<file path="src/design/grid_astar_search_core_assert.svh">
// assertion macros for the grid search core
`ifndef GRID_ASTAR_SEARCH_CORE_ASSERT_SVH
`define GRID_ASTAR_SEARCH_CORE_ASSERT_SVH

`ifndef SYNTHESIS
`define GAS_ASSERT_IMP(name, ante, cons) \
    name: assert property (@(posedge clk) disable iff (!rst_n) (ante) |-> (cons)) \
    else $error("grid search check failed");
`define GAS_ASSERT_NXT(name, ante, cons) \
    name: assert property (@(posedge clk) disable iff (!rst_n) (ante) |=> (cons)) \
    else $error("grid search check failed");
`else
`define GAS_ASSERT_IMP(name, ante, cons)
`define GAS_ASSERT_NXT(name, ante, cons)
`endif

`endif

</file>
<file path="src/design/gas_pkg.sv">
`timescale 1ns / 1ps
package gas_pkg;

    localparam logic [1:0] MODE_LOAD   = 2'd0;
    localparam logic [1:0] MODE_SEARCH = 2'd1;
    localparam logic [1:0] MODE_READ   = 2'd2;

    localparam logic [2:0] CELL_EMPTY  = 3'd0;
    localparam logic [2:0] CELL_OBST   = 3'd1;
    localparam logic [2:0] CELL_CLOSED = 3'd2;
    localparam logic [2:0] CELL_PATH   = 3'd3;
    localparam logic [2:0] CELL_START  = 3'd4;
    localparam logic [2:0] CELL_FINISH = 3'd5;

    localparam logic KIND_SEARCH = 1'b0;
    localparam logic KIND_READ   = 1'b1;

    localparam logic [2:0] REG_ROWS_USED = 3'd0;
    localparam logic [2:0] REG_COLS_USED = 3'd1;
    localparam logic [2:0] REG_START_ROW = 3'd2;
    localparam logic [2:0] REG_START_COL = 3'd3;
    localparam logic [2:0] REG_GOAL_ROW  = 3'd4;
    localparam logic [2:0] REG_GOAL_COL  = 3'd5;

    localparam logic [4:0] OP_NONE       = 5'd0;
    localparam logic [4:0] OP_CLR        = 5'd1;
    localparam logic [4:0] OP_LOAD       = 5'd2;
    localparam logic [4:0] OP_RDCELL     = 5'd3;
    localparam logic [4:0] OP_RDOUT      = 5'd4;
    localparam logic [4:0] OP_SINIT      = 5'd5;
    localparam logic [4:0] OP_PUSH_START = 5'd6;
    localparam logic [4:0] OP_SCAN_INIT  = 5'd7;
    localparam logic [4:0] OP_SCAN       = 5'd8;
    localparam logic [4:0] OP_POP        = 5'd9;
    localparam logic [4:0] OP_SH_RD      = 5'd10;
    localparam logic [4:0] OP_SH_WR      = 5'd11;
    localparam logic [4:0] OP_FIN_START  = 5'd12;
    localparam logic [4:0] OP_FIN_GOAL   = 5'd13;
    localparam logic [4:0] OP_NB_RD      = 5'd14;
    localparam logic [4:0] OP_NB_CHK     = 5'd15;
    localparam logic [4:0] OP_DONE       = 5'd16;

    typedef struct packed {
        logic [4:0] op;
        logic       take;
    } cmd_t;

    typedef struct packed {
        logic [1:0] mode;
        logic       clr_last;
        logic       start_out;
        logic       scan_last;
        logic       cur_goal;
        logic       sh_done;
        logic       dir_last;
        logic       open_empty;
        logic       out_free;
    } stat_t;

endpackage

</file>
<file path="src/design/gas_ctrl.sv">
`timescale 1ns / 1ps
module gas_ctrl
    import gas_pkg::*;
(
    input  logic  clk,
    input  logic  rst_n,
    input  logic  in_valid,
    input  stat_t stat,
    output cmd_t  cmd,
    output logic  busy
);

    localparam logic [4:0] S_CLR   = 5'd0;
    localparam logic [4:0] S_IDLE  = 5'd1;
    localparam logic [4:0] S_DISP  = 5'd2;
    localparam logic [4:0] S_RDOUT = 5'd3;
    localparam logic [4:0] S_PUSH0 = 5'd4;
    localparam logic [4:0] S_SCAN0 = 5'd5;
    localparam logic [4:0] S_SCAN  = 5'd6;
    localparam logic [4:0] S_POP   = 5'd7;
    localparam logic [4:0] S_SHRD  = 5'd8;
    localparam logic [4:0] S_SHWR  = 5'd9;
    localparam logic [4:0] S_FINS  = 5'd10;
    localparam logic [4:0] S_FING  = 5'd11;
    localparam logic [4:0] S_NBRD  = 5'd12;
    localparam logic [4:0] S_NBCHK = 5'd13;
    localparam logic [4:0] S_DONE  = 5'd14;

    logic [4:0] state_reg;
    logic [4:0] state_next;

    assign busy = (state_reg != S_IDLE);

    always_comb
    begin
        state_next = state_reg;
        cmd.op     = OP_NONE;
        cmd.take   = 1'b0;
        unique case (state_reg)
            S_CLR:
            begin
                cmd.op = OP_CLR;
                if (stat.clr_last)
                begin
                    state_next = S_IDLE;
                end
            end
            S_IDLE:
            begin
                cmd.take = in_valid;
                if (in_valid)
                begin
                    state_next = S_DISP;
                end
            end
            S_DISP:
            begin
                unique case (stat.mode)
                    MODE_LOAD:
                    begin
                        cmd.op     = OP_LOAD;
                        state_next = S_IDLE;
                    end
                    MODE_SEARCH:
                    begin
                        cmd.op     = OP_SINIT;
                        state_next = S_PUSH0;
                    end
                    MODE_READ:
                    begin
                        cmd.op     = OP_RDCELL;
                        state_next = S_RDOUT;
                    end
                    default:
                    begin
                        state_next = S_IDLE;
                    end
                endcase
            end
            S_RDOUT:
            begin
                if (stat.out_free)
                begin
                    cmd.op     = OP_RDOUT;
                    state_next = S_IDLE;
                end
            end
            S_PUSH0:
            begin
                if (stat.start_out)
                begin
                    state_next = S_DONE;
                end
                else
                begin
                    cmd.op     = OP_PUSH_START;
                    state_next = S_SCAN0;
                end
            end
            S_SCAN0:
            begin
                if (stat.open_empty)
                begin
                    state_next = S_DONE;
                end
                else
                begin
                    cmd.op     = OP_SCAN_INIT;
                    state_next = S_SCAN;
                end
            end
            S_SCAN:
            begin
                cmd.op = OP_SCAN;
                if (stat.scan_last)
                begin
                    state_next = S_POP;
                end
            end
            S_POP:
            begin
                cmd.op     = OP_POP;
                state_next = stat.cur_goal ? S_FINS : S_SHRD;
            end
            S_SHRD:
            begin
                if (stat.sh_done)
                begin
                    state_next = S_NBRD;
                end
                else
                begin
                    cmd.op     = OP_SH_RD;
                    state_next = S_SHWR;
                end
            end
            S_SHWR:
            begin
                cmd.op     = OP_SH_WR;
                state_next = S_SHRD;
            end
            S_FINS:
            begin
                cmd.op     = OP_FIN_START;
                state_next = S_FING;
            end
            S_FING:
            begin
                cmd.op     = OP_FIN_GOAL;
                state_next = S_DONE;
            end
            S_NBRD:
            begin
                cmd.op     = OP_NB_RD;
                state_next = S_NBCHK;
            end
            S_NBCHK:
            begin
                cmd.op     = OP_NB_CHK;
                state_next = stat.dir_last ? S_SCAN0 : S_NBRD;
            end
            S_DONE:
            begin
                if (stat.out_free)
                begin
                    cmd.op     = OP_DONE;
                    state_next = S_IDLE;
                end
            end
            default:
            begin
                state_next = S_IDLE;
            end
        endcase
    end

    always_ff @(posedge clk or negedge rst_n)
    begin
        if (!rst_n)
        begin
            state_reg <= S_CLR;
        end
        else
        begin
            state_reg <= state_next;
        end
    end

endmodule

</file>
<file path="config.mk">
export PLATFORM = sky130hd
export DESIGN_NAME = gas_ctrl
export DESIGN_NICKNAME = d
export VERILOG_FILES = /design/src/design/grid_astar_search_core_assert.svh /design/src/design/gas_pkg.sv /design/src/design/gas_ctrl.sv
export SDC_FILE = /design/constraint.sdc
export NUM_CORES = 1
export LEC_CHECK = 0
export BUFFER_PORTS_ARGS = -buffer_cell sky130_fd_sc_hd__clkbuf_2
export CORE_MARGIN = 5
export CORE_UTILIZATION = 40
export CTS_CLUSTER_SIZE = 30
export DETAILED_ROUTE_END_ITERATION = 12
export PLACE_DENSITY_LB_ADDON = 0.05
export SLEW_MARGIN = 20
export SYNTH_ARGS = -nofsm -noshare
export SYNTH_HDL_FRONTEND = slang
export SYNTH_SLANG_ARGS = --single-unit
</file>
<file path="constraint.sdc">
create_clock -name clk -period 1.7 [get_ports clk]
set_input_delay 0.34 -clock clk [delete_from_list [all_inputs] [get_ports clk]]
set_output_delay 0.34 -clock clk [all_outputs]
set_load 0.02 [all_outputs]
</file>
**Yosys cells after proc, flatten, opt, wreduce, memory -nomap -nowiden**

Index checks and enable logic that the tools add are counted.

- Output and inout port bits: 7
- Input bits: 13
- Logic and storage cells: 45
- Bits in registers: 5

- Multiplexer cells: 19
- Reductions and logical operators: 4
- Eq/ne operators: 21

Operator list:

| operator | count |
|---|---|
| $pmux W5 S14 | 2 |
| $eq A5 B4 Y1 const B | 7 |
| $mux W5 | 5 |
| $eq A5 B3 Y1 const B | 4 |
| $mux W4 | 4 |
| $mux W3 | 4 |
| $eq A5 B2 Y1 const B | 2 |
| $pmux W3 S3 | 1 |
| $ne A2 B2 Y1 const B | 3 |
| $pmux W3 S2 | 1 |
| $eq A5 B1 Y1 const B | 1 |
| $logic_not A5 Y1 | 1 |
| $ne A5 B1 Y1 const B | 1 |
| $reduce_and A4 Y1 | 1 |
| $eq A2 B1 Y1 const B | 1 |
| $eq A2 B2 Y1 const B | 1 |
| $logic_not A2 Y1 | 1 |
| $mux W2 | 1 |
| $ne A2 B1 Y1 const B | 1 |
| $reduce_or A2 Y1 | 1 |
| $mux W1 | 1 |

**Longest topological paths before layout**

Gate-level depths: netlist (run 1).

- Depth in word-level cells: 4
- Gate-level depth with buffers: 6

**Least setup slack after synthesis (run 1)**

OpenSTA, ideal clock, no wires.

- Kind: register to output
- From: register state_reg[3]
- To: output cmd[0] in the netlist's numbering
- Arrival: 1,494 ps
- Required time: 1,360 ps
- Setup slack: -134 ps
- Buffers on the path: 2
- Stages on the path, launching flop included: 6
- Cell sequence: dfrtp_1 buf_6 clkbuf_1 nor2_1 nand3_1 nor2_1

RTL lines:

| item | RTL line | RTL |
|---|---|---|
| start, declared | gas_ctrl.sv:29 | `logic [4:0] state_reg;` |
| start signal, assigned | gas_ctrl.sv:185 | `state_reg <= state_next;` |
| end, declared | gas_ctrl.sv:9 | `output cmd_t cmd,` |

**Worst setup path after layout (run 1)**

- From: register state_reg[3]
- To: register state_reg[0]

- Word-level cells in the longest chain between the ends: 4

Ends and longest elaborated chain:

| item | RTL line | RTL |
|---|---|---|
| $eq A5 B4 Y1 or $eq A5 B2 Y1 (tied branches) | gas_ctrl.sv:39 | `unique case (state_reg)` |
| $reduce_or A2 Y1 (no line) | - |  |
| $ne A2 B1 Y1 (no line) | - |  |
| $reduce_and A4 Y1 (no line) | - |  |

Several ways; a longest one is shown, not always the timed one.
A chain may end at the register's enable or synchronous reset.

==> results of run 1 <==
## synth_stat cells (all sizes together)
cell / n
inv: 7
a221oi: 1
and4: 1
nor2: 12
o2bb2ai: 1
or2: 2
a31o: 1
a2bb2oi: 3
ha: 5
a211oi: 3
a21boi: 1
o22ai: 3
buf: 7
o32ai: 4
nand3b: 1
mux2: 1
nand2b: 6
clkbuf: 1
a22oi: 1
o31ai: 1
a31oi: 1
o21ai: 4
a311oi: 1
nand2: 8
and3: 2
dfrtp: 4
a21oi: 11
or3b: 1
nand3: 3
nor3: 2
a2111oi: 1
## stage by stage
| step | power (mW) | area (µm²) |
|---|---|---|
| final | 2.144 | 1055 |
| after global routing | 2.302 | 1055 |
| after CTS | 1.894 | 970.9 |
| after detailed placement | 1.583 | 867.1 |
| after global placement | 1.595 | 867.1 |
| after floorplan | 1.204 | 708.2 |
## cell type report
| class | instances | area (µm²) | area share |
|---|---|---|---|
| multi-input cells | 81 | 581.8 | 0.5516 |
| inverters | 7 | 26.28 | 0.02491 |
| clock buffers | 3 | 22.52 | 0.02135 |
| flip-flops and latches | 4 | 103.9 | 0.09846 |
| well taps | 17 | 21.27 | 0.02017 |
| repair buffers | 42 | 299.0 | 0.2835 |
## kinds of logic (layout without fill, tap and decap cells)
kind of cell / Yosys count / count (layout)
AOI/OAI and AO/OA: 37 / 37
adders and majority gates: 5 / 5
buffers and inverters: 15 / 52
DFF: 4 / 4
muxes: 1 / 1
and+or+nand+nor: 38 / 38
## cell usage in the layout (no fill, tap or decap), drive strengths merged, types with 4 or more instances in the layout
cell type	Yosys	routed
buf	7	26
clkbuf	1	18
nor2	12	12
a21oi	11	11
nand2	8	8
inv	7	7
nand2b	6	6
ha	5	5
o32ai	4	4
o21ai	4	4
dfrtp	4	4
## where the power goes
part / internal, mW / switching, mW
Sequential: 0.155 / 0.0824
Combinational: 0.866 / 0.920
Clock: 0.0791 / 0.0413
## worst paths after layout
check                                  start           end  slack [ns]  depth (start not counted)
worst max-delay path            state_reg[3]  state_reg[0]       0.001                          6
worst min-delay path                   rst_n  state_reg[1]        0.43                          2
worst max register to register  state_reg[3]  state_reg[0]       0.001                          6
worst min register to register  state_reg[2]  state_reg[3]        0.69                          2
max in group asynchronous              rst_n  state_reg[2]        1.12                          2
min in group clk                     stat[7]  state_reg[0]        0.48                          4
## routing by layer
metal  track usage  share of wire
met1        0.2278           0.48
met2        0.2531           0.46
met3       0.03152          0.050
met4       0.02620         0.0046
met5             0              0
## what timing repair did
| item | 4_1_cts | 5_1_grt |
|---|---|---|
| hold buffers | 1 | 0 |
| setup buffers | 6 | 4 |
| pin swaps | 1 | 0 |
| hold endpoints to repair | 4 | 0 |
| endpoints found under the setup margin | 8 | 9 |
| gates resized for setup | 12 | 17 |
==> flow_summary.html, run 1 <==
<table>
<tr><th>Metric</th><th>Value</th></tr>
<tr><th colspan="2">Logic synthesis</th></tr>
<tr><td>Number of storage elements in the synthesis netlist</td><td>4</td></tr>
<tr><td>Share of cell area taken by muxes after synthesis</td><td>0.01607</td></tr>
<tr><td>Synthesized cell area</td><td>between 700 and 800 µm²</td></tr>
<tr><td>Number of warning messages in the yosys log</td><td>0</td></tr>
<tr><td>Share of Yosys cell area claimed by the top area cell type</td><td>0.1429</td></tr>
<tr><td>Sequential fraction of the synthesis area</td><td>0.1429</td></tr>
<tr><td>Number of different library cells in the post-synthesis netlist</td><td>37</td></tr>
<tr><td>Simple logic cell fraction of the synthesized area</td><td>0.2714</td></tr>
<tr><td>Share of the synthesized area in compound gates (AO/OA/AOI/OAI)</td><td>0.3750</td></tr>
<tr><td>Post-synth top area cell</td><td>dfrtp_1</td></tr>
<tr><td>Post-Synth XOR/XNOR Area</td><td>0</td></tr>
<tr><td>Share of synthesized cell area in full adder, half adder and majority cells</td><td>0.08929</td></tr>
<tr><td>Most area-consuming cells after synthesis</td><td>dfrtp_1, ha_1, a21oi_1, nor2_1, nand2b_1</td></tr>
<tr><td>Synthesized net count</td><td>118</td></tr>
<tr><td>Main combinational cell family by area after synthesis</td><td>compound AO/OA/AOI/OAI gates</td></tr>
<tr><td>Instance count of the mapped netlist</td><td>100</td></tr>
<tr><td>Post-Synthesis Mean Instance Area</td><td>7.007 µm²</td></tr>
<tr><th colspan="2">Power</th></tr>
<tr><td>Peak supply drop</td><td>approximately 1.3 mV</td></tr>
<tr><td>Areal power density over the cells</td><td>2033 mW/mm²</td></tr>
<tr><td>Leakage power</td><td>just under 0.5 nW</td></tr>
<tr><th colspan="2">Critical path</th></tr>
<tr><td>Worst-path cell chain</td><td>buf_12, buf_4, or3b_4, o22ai_4, nand2_2, a31o_1</td></tr>
<tr><td>Library cell contributing the largest single delay on the critical path</td><td>dfrtp_2</td></tr>
<tr><td>Worst EP required</td><td>1.82 ns</td></tr>
<tr><td>CP arrival</td><td>1.82 ns</td></tr>
<tr><td>Setup crit start kind</td><td>register</td></tr>
<tr><td>Maximum fanout encountered on the critical timing path</td><td>6</td></tr>
<tr><td>Crit-path leading delay family</td><td>simple AND/OR/NAND/NOR gates</td></tr>
<tr><td>Kind of critical path</td><td>reg2reg</td></tr>
<tr><td>Worst stage delay on the critical path</td><td>around 0.41 ns</td></tr>
<tr><td>Number of buffers and inverters on the critical path</td><td>2</td></tr>
<tr><td>Kind of end point of the critical path</td><td>register</td></tr>
<tr><th colspan="2">STA</th></tr>
<tr><td>Worst hold-check slack</td><td>0.4345 ns</td></tr>
<tr><td>Maximum frequency from static timing analysis</td><td>slightly below 600 MHz</td></tr>
<tr><td>Fin. Hold Viols</td><td>0</td></tr>
<tr><td>RSZ-0062 raised after global routing</td><td>yes</td></tr>
<tr><td>Actual transition at the worst max-transition pin</td><td>between 0.4 and 0.5 ns</td></tr>
<tr><td>Time the worst path needs with I/O delays and setup</td><td>1.699 ns</td></tr>
<tr><td>Final setup violation count</td><td>0</td></tr>
<tr><td>Setup ws final</td><td>0.001037 ns</td></tr>
<tr><td>Relative slew margins</td><td>0.6671</td></tr>
<tr><td>Crit share post-route</td><td>0.9994</td></tr>
<tr><td>Slew Limit Fails</td><td>0</td></tr>
<tr><td>Final total negative setup slack</td><td>0 ns</td></tr>
<tr><td>Setup skew after layout</td><td>0.004962 ns</td></tr>
<tr><th colspan="2">Floorplanning</th></tr>
<tr><td>Vertical die dimension</td><td>51.86 µm</td></tr>
<tr><td>Starting utilization of the core area</td><td>0.4148</td></tr>
<tr><td>Count of boundary I/O pins</td><td>20</td></tr>
<tr><td>Core footprint</td><td>0.001689 mm²</td></tr>
<tr><td>DIE WIDTH</td><td>51.86 µm</td></tr>
<tr><td>Area enclosed by the die boundary</td><td>roughly 0.0027 mm²</td></tr>
<tr><td>Std cell rows</td><td>15</td></tr>
<tr><th colspan="2">Clocking</th></tr>
<tr><td>Number of buffers created by CTS</td><td>3</td></tr>
<tr><td>Clock input transition at the sequential cells of the worst setup and hold paths</td><td>0.04 ns</td></tr>
<tr><td>Longest Clk Path Bufs</td><td>2</td></tr>
<tr><td>Worst-Skew Late Latency</td><td>0.24 ns</td></tr>
<tr><td>Maximum level of the CTS H-tree</td><td>1</td></tr>
<tr><td>Clock net sink count</td><td>4</td></tr>
<tr><td>CTS tree</td><td>built</td></tr>
<tr><td>Clock Tree Root</td><td>clkbuf_4</td></tr>
<tr><th colspan="2">Finish</th></tr>
<tr><td>Number of flip-flops under the largest register name</td><td>4</td></tr>
<tr><td>Growth of design area from synthesis to finish</td><td>50.54%</td></tr>
<tr><td>Net total in the final layout</td><td>about 160</td></tr>
<tr><td>Fraction of final layout cells with drive strength greater than 1</td><td>0.4672</td></tr>
<tr><td>Non-Filler Instances</td><td>~150</td></tr>
<tr><td>Filler Cells Inserted</td><td>173</td></tr>
<tr><td>Diodes inserted</td><td>0</td></tr>
<tr><td>Final design utilization</td><td>0.6244</td></tr>
<tr><th colspan="2">GRT</th></tr>
<tr><td>Pin count of the biggest net entering global routing</td><td>13</td></tr>
<tr><td>Via count of the first global-routing pass</td><td>761</td></tr>
<tr><td>Aggregate global routing overflow</td><td>0</td></tr>
<tr><td>Number of antenna violations at the first check in global routing</td><td>0</td></tr>
<tr><td>GRT Total Usage</td><td>0.1608</td></tr>
<tr><td>First-pass GRT wire length</td><td>between 3 and 4 mm</td></tr>
<tr><th colspan="2">Place</th></tr>
<tr><td>Worst slack, placed</td><td>-0.02167 ns</td></tr>
<tr><td>GPL Wtd Cong</td><td>around 0.76</td></tr>
<tr><td>Placed wire-length estimate after detailed placement</td><td>1.516 mm</td></tr>
<tr><td>Placed insts</td><td>140</td></tr>
<tr><td>Port Buf Inserts</td><td>19</td></tr>
<tr><th colspan="2">Flow run</th></tr>
<tr><td>Number of max-cap violations</td><td>0</td></tr>
<tr><th colspan="2">Status</th></tr>
<tr><td>Outcome</td><td>finished clean</td></tr>
<tr><th colspan="2">Routing</th></tr>
<tr><td>DRT Pass-1 Iters</td><td>4</td></tr>
<tr><td>Average routed wire per standard cell</td><td>14.12 µm</td></tr>
<tr><td>DRT iter0 DRCs</td><td>21</td></tr>
<tr><td>Detail Route Antenna Nets</td><td>0</td></tr>
<tr><td>DRC violation count after routing</td><td>0</td></tr>
<tr><td>Detail-routed via count per cell</td><td>5.656</td></tr>
<tr><td>Routed via count</td><td>about 870</td></tr>
<tr><td>WL final</td><td>2.174 mm</td></tr>
<tr><th colspan="2">Min path</th></tr>
<tr><td>Worst min-delay path class</td><td>in2async</td></tr>
</table>
Power figures use the tool's default switching activity.
==> inputs of run 2 (changes only) <==
--- a/config.mk
+++ b/config.mk
@@ -5,10 +5,11 @@
 export SDC_FILE = /design/constraint.sdc
 export NUM_CORES = 1
 export LEC_CHECK = 0
+export ABC_AREA = 1
 export BUFFER_PORTS_ARGS = -buffer_cell sky130_fd_sc_hd__clkbuf_2
 export CORE_MARGIN = 5
 export CORE_UTILIZATION = 40
-export CTS_CLUSTER_SIZE = 30
+export CTS_CLUSTER_SIZE = 20
 export DETAILED_ROUTE_END_ITERATION = 12
 export PLACE_DENSITY_LB_ADDON = 0.05
 export SLEW_MARGIN = 20
==> run 2 against run 1 <==
The run now ends with setup timing left. Via count up 4.2%. Routed wire length up 6.1%. Area after synthesis down 2.7%. Sequential share of layout area down 0.85 points. Critical endpoint is now cmd[1]. Highest routed layer unchanged. Worst setup slack worse by 0.078 ns.
==> flow_summary.html, run 2 <==
<table>
<tr><th>Metric</th><th>Value</th></tr>
<tr><th colspan="2">Status</th></tr>
<tr><td>Violations in the final reports</td><td>setup timing</td></tr>
<tr><td>Outcome</td><td>finished, violations left</td></tr>
<tr><th colspan="2">Critical path</th></tr>
<tr><td>Worst EP required</td><td>1.36 ns (-0.46 ns)</td></tr>
<tr><td>Maximum fanout encountered on the critical timing path</td><td>7 (+1)</td></tr>
<tr><td>Start of the worst register-to-register path</td><td>state_reg[1]</td></tr>
<tr><td>Kind of end point of the critical path</td><td>output pin</td></tr>
<tr><td>Number of cells on the worst reg-to-reg path</td><td>7 (+1)</td></tr>
<tr><td>Setup crit start kind</td><td>register</td></tr>
<tr><td>Kind of critical path</td><td>reg2out</td></tr>
<tr><td>Endpoint of the most critical register-to-register path</td><td>state_reg[3]</td></tr>
<tr><td>CP arrival</td><td>1.44 ns (-0.38 ns)</td></tr>
<tr><td>R2R Setup Slk</td><td>0.20 ns (+0.20 ns)</td></tr>
<tr><th colspan="2">Logic synthesis</th></tr>
<tr><td>Synthesized cell area</td><td>681.9 µm² (-2.7%)</td></tr>
<tr><td>Ys async rst share</td><td>1.000 (unchanged)</td></tr>
<tr><td>Commonest cells in the netlist</td><td>nand2_1, inv_1, nor2_1</td></tr>
<tr><td>Count leader, synth</td><td>nand2_1</td></tr>
<tr><td>Number of synthesized flops with an enable pin</td><td>0 (unchanged)</td></tr>
<tr><td>Top flip-flop cell by instance count after synthesis</td><td>dfrtp_1</td></tr>
<tr><td>Share of Yosys cell area claimed by the top area cell type</td><td>0.1486 (+0.005767)</td></tr>
<tr><td>Number of different library cells in the post-synthesis netlist</td><td>22 (-41%)</td></tr>
<tr><td>Instance count of the mapped netlist</td><td>116 (+16%)</td></tr>
<tr><td>Sequential fraction of the synthesis area</td><td>0.1468 (+0.003932)</td></tr>
<tr><td>Post-Synthesis Mean Instance Area</td><td>5.878 µm² (-16%)</td></tr>
<tr><td>Post-synth top area cell</td><td>nand2_1</td></tr>
<tr><td>Number of warning messages in the yosys log</td><td>0 (unchanged)</td></tr>
<tr><td>Most area-consuming cells after synthesis</td><td>nand2_1, dfrtp_1, inv_1, ha_1, nor2_1</td></tr>
<tr><td>Synthesized net count</td><td>134 (+14%)</td></tr>
<tr><td>Number of storage elements in the synthesis netlist</td><td>4 (unchanged)</td></tr>
<tr><th colspan="2">Place</th></tr>
<tr><td>Placed insts</td><td>160 (+14%)</td></tr>
<tr><td>Port Buf Inserts</td><td>19 (unchanged)</td></tr>
<tr><td>GPL Wtd Cong</td><td>0.8217 (+7.5%)</td></tr>
<tr><td>Placed wire-length estimate after detailed placement</td><td>1.550 mm (+2.2%)</td></tr>
<tr><td>Post-place instance area</td><td>854.6 µm² (-1.4%)</td></tr>
<tr><td>Worst slack, placed</td><td>0.05850 ns (+0.08018 ns)</td></tr>
<tr><th colspan="2">Floorplanning</th></tr>
<tr><td>Count of boundary I/O pins</td><td>20 (unchanged)</td></tr>
<tr><td>DIE WIDTH</td><td>51.29 µm (-1.1%)</td></tr>
<tr><td>Std cell rows</td><td>15 (unchanged)</td></tr>
<tr><td>Area enclosed by the die boundary</td><td>0.002631 mm² (-2.2%)</td></tr>
<tr><td>Core footprint</td><td>0.001670 mm² (-1.1%)</td></tr>
<tr><td>Vertical die dimension</td><td>51.29 µm (-1.1%)</td></tr>
<tr><td>Starting utilization of the core area</td><td>0.4082 (-0.006575)</td></tr>
<tr><th colspan="2">Clocking</th></tr>
<tr><td>Clock Tree Root</td><td>clkbuf_4</td></tr>
<tr><td>Clock net sink count</td><td>4 (unchanged)</td></tr>
<tr><td>Worst-Skew Late Latency</td><td>0.23 ns (about the same)</td></tr>
<tr><td>Longest Clk Path Bufs</td><td>2 (unchanged)</td></tr>
<tr><td>Number of buffers created by CTS</td><td>3 (unchanged)</td></tr>
<tr><td>Clock input transition at the sequential cells of the worst setup and hold paths</td><td>0.04 ns (about the same)</td></tr>
<tr><td>CTS tree</td><td>built</td></tr>
<tr><td>Maximum level of the CTS H-tree</td><td>1 (unchanged)</td></tr>
<tr><th colspan="2">Power</th></tr>
<tr><td>Net switching power</td><td>1.179 mW (+13%)</td></tr>
<tr><td>Switching share of power</td><td>0.5192 (+0.03263)</td></tr>
<tr><td>Areal power density over the cells</td><td>1943 mW/mm² (-4.4%)</td></tr>
<tr><td>Leakage power</td><td>0.6196 nW (+29%)</td></tr>
<tr><td>Internal power</td><td>1.092 mW (-0.82%)</td></tr>
<tr><td>Proportion of power drawn by the clock network</td><td>0.050 (-0.006)</td></tr>
<tr><td>Peak supply drop</td><td>1.181 mV (-10%)</td></tr>
<tr><td>Total power after layout</td><td>2.271 mW (+5.9%)</td></tr>
<tr><td>Sequential fraction of design power</td><td>0.131 (+0.020)</td></tr>
<tr><td>Logic gate share of total power</td><td>0.819 (-0.014)</td></tr>
<tr><th colspan="2">STA</th></tr>
<tr><td>Setup ws final</td><td>-0.07703 ns (-0.07807 ns)</td></tr>
<tr><td>Fin. Hold Viols</td><td>0 (unchanged)</td></tr>
<tr><td>Relative slew margins</td><td>0.7745 (+0.1074)</td></tr>
<tr><td>RSZ-0062 raised after global routing</td><td>yes</td></tr>
<tr><td>Crit share post-route</td><td>1.045 (+0.04592)</td></tr>
<tr><td>Setup skew after layout</td><td>0.001047 ns (-0.003915 ns)</td></tr>
<tr><td>Final setup violation count</td><td>5 (+5)</td></tr>
<tr><td>Actual transition at the worst max-transition pin</td><td>0.3354 ns (-0.1514 ns)</td></tr>
<tr><td>Time the worst path needs with I/O delays and setup</td><td>1.777 ns (+0.07807 ns)</td></tr>
<tr><td>Maximum frequency from static timing analysis</td><td>562.7 MHz (-4.4%)</td></tr>
<tr><td>Slew Limit Fails</td><td>0 (unchanged)</td></tr>
<tr><th colspan="2">Min path</th></tr>
<tr><td>Worst min-delay path class</td><td>in2async</td></tr>
<tr><th colspan="2">Finish</th></tr>
<tr><td>Final design utilization</td><td>0.6996 (+0.07518)</td></tr>
<tr><td>Net total in the final layout</td><td>178 (+13%)</td></tr>
<tr><td>Non-Filler Instances</td><td>175 (+14%)</td></tr>
<tr><td>Most common cell after layout, fill and taps aside</td><td>nand2_1</td></tr>
<tr><td>Finished layout cell area</td><td>0.001169 mm² (+11%)</td></tr>
<tr><td>Diodes inserted</td><td>0 (unchanged)</td></tr>
<tr><td>Number of flip-flops under the largest register name</td><td>4 (unchanged)</td></tr>
<tr><td>Growth of design area from synthesis to finish</td><td>71.38%</td></tr>
<tr><td>Filler Cells Inserted</td><td>131 (-24%)</td></tr>
<tr><td>Commonest non-fill, non-tap cells in the layout</td><td>nand2_1, buf_4, inv_1, clkbuf_2, nand2_2</td></tr>
<tr><td>Fraction of final layout cells with drive strength greater than 1</td><td>0.5696 (+0.1025)</td></tr>
<tr><th colspan="2">Routing</th></tr>
<tr><td>DRT iter0 DRCs</td><td>19 (-9.5%)</td></tr>
<tr><td>WL final</td><td>2.306 mm (+6.1%)</td></tr>
<tr><td>DRC violation count after routing</td><td>0 (unchanged)</td></tr>
<tr><td>DRT Pass-1 Iters</td><td>4 (unchanged)</td></tr>
<tr><td>Average routed wire per standard cell</td><td>13.18 µm (-6.7%)</td></tr>
<tr><td>Detail Route Antenna Nets</td><td>0 (unchanged)</td></tr>
<tr><td>Detail-routed via count per cell</td><td>5.189 (-8.3%)</td></tr>
<tr><td>Routed via count</td><td>908 (+4.2%)</td></tr>
<tr><th colspan="2">GRT</th></tr>
<tr><td>First-pass GRT wire length</td><td>3.726 mm (+12%)</td></tr>
<tr><td>Via count of the first global-routing pass</td><td>868 (+14%)</td></tr>
<tr><td>GRT Total Usage</td><td>0.1887 (+0.02792)</td></tr>
<tr><td>Number of antenna violations at the first check in global routing</td><td>0 (unchanged)</td></tr>
<tr><td>Aggregate global routing overflow</td><td>0 (unchanged)</td></tr>
<tr><td>Pin count of the biggest net entering global routing</td><td>8 (-5)</td></tr>
<tr><th colspan="2">Flow run</th></tr>
<tr><td>Number of max-cap violations</td><td>0 (unchanged)</td></tr>
</table>
==> run 2: cell types whose count changed in the layout (fill, tap and decap cells not counted), moves of 5 or more <==
cell	previous run	this run
buf_4	20	15
nand2_1	7	19
inv_1	4	14
nand2_2	1	12
buf_6	3	8
nor2_4	1	10
a21oi_1	10	2
nand2b_1	6	0
==> run 2: worst max-delay path by stage <==
stage | to | from | cells after the start
2_1_floorplan | cmd[0] | state_reg[3] | 6
3_3_place_gp | cmd[3] | state_reg[1] | 8
3_5_place_dp | cmd[3] | state_reg[1] | 8
4_1_cts | cmd[3] | state_reg[2] | 6
5_1_grt | cmd[3] | state_reg[1] | 8
6_report | cmd[1] | state_reg[3] | 6
==> run 2: repair_timing <==
item,in CTS,in global routing
hold buffers,1,0
endpoints found under the hold margin,4,0
gates resized for setup,46,16
setup endpoints to repair,6,6
pin swaps,7,11
buffers inserted,9,2
==> run 2: cell families after synthesis <==
group | count (synthesis) | share of synthesized area
buffers and inverters | 24 | 0.1431
adder cells (fa/ha/maj) | 5 | 0.09174
flip-flops | 4 | 0.1468
AND/OR/NAND/NOR | 71 | 0.5119
AO/OA/AOI/OAI | 12 | 0.1064
==> run 2: worst max-delay path, stage by stage, from the launching register on <==
cell,delay (ns)
dfrtp_2,0.48
nor2_4,0.16
inv_4,0.07
nor2_4,0.16
a21oi_2,0.08
o2111ai_2,0.07
clkbuf_8,0.18
==> run 2: per-stage QoR <==
stage          TNS, ns  hold WS (ns)
2_1_floorplan        0       0.04441
3_3_place_gp         0        0.1500
6_report       -0.2714        0.4420
3_5_place_dp         0        0.1519
5_1_grt        -0.6916        0.4395
4_1_cts        -0.1849        0.4372
==> run 2: power by group through the flow <==
stage | Combinational (mW) | Clock (mW) | Sequential (mW)
floorplan | 0.869 | 0 | 0.208
global placement | 1.21 | 0 | 0.243
detailed placement | 1.21 | 0 | 0.242
CTS | 1.72 | 0.120 | 0.277
global route | 2.00 | 0.133 | 0.305
finish | 1.86 | 0.113 | 0.298
==> run 2: final cells by class <==
class                   count  area (µm²)  share of cell area
clock buffers               3       22.52             0.01927
multi-input cells          88       606.8              0.5193
inverters                  23       93.84             0.08030
well taps                  17       21.27             0.01820
flip-flops and latches      4       105.1             0.08994
repair buffers             40       319.1              0.2730
==> run 2: metal layers <==
metal / vias up / global-route usage / share of wire
met4: 0 / 0.1135 / 0.024
met5: - / 0 / 0
met1: 416 / 0.1972 / 0.39
li1: 455 / - / -
met3: 6 / 0.03207 / 0.039
met2: 31 / 0.3476 / 0.54
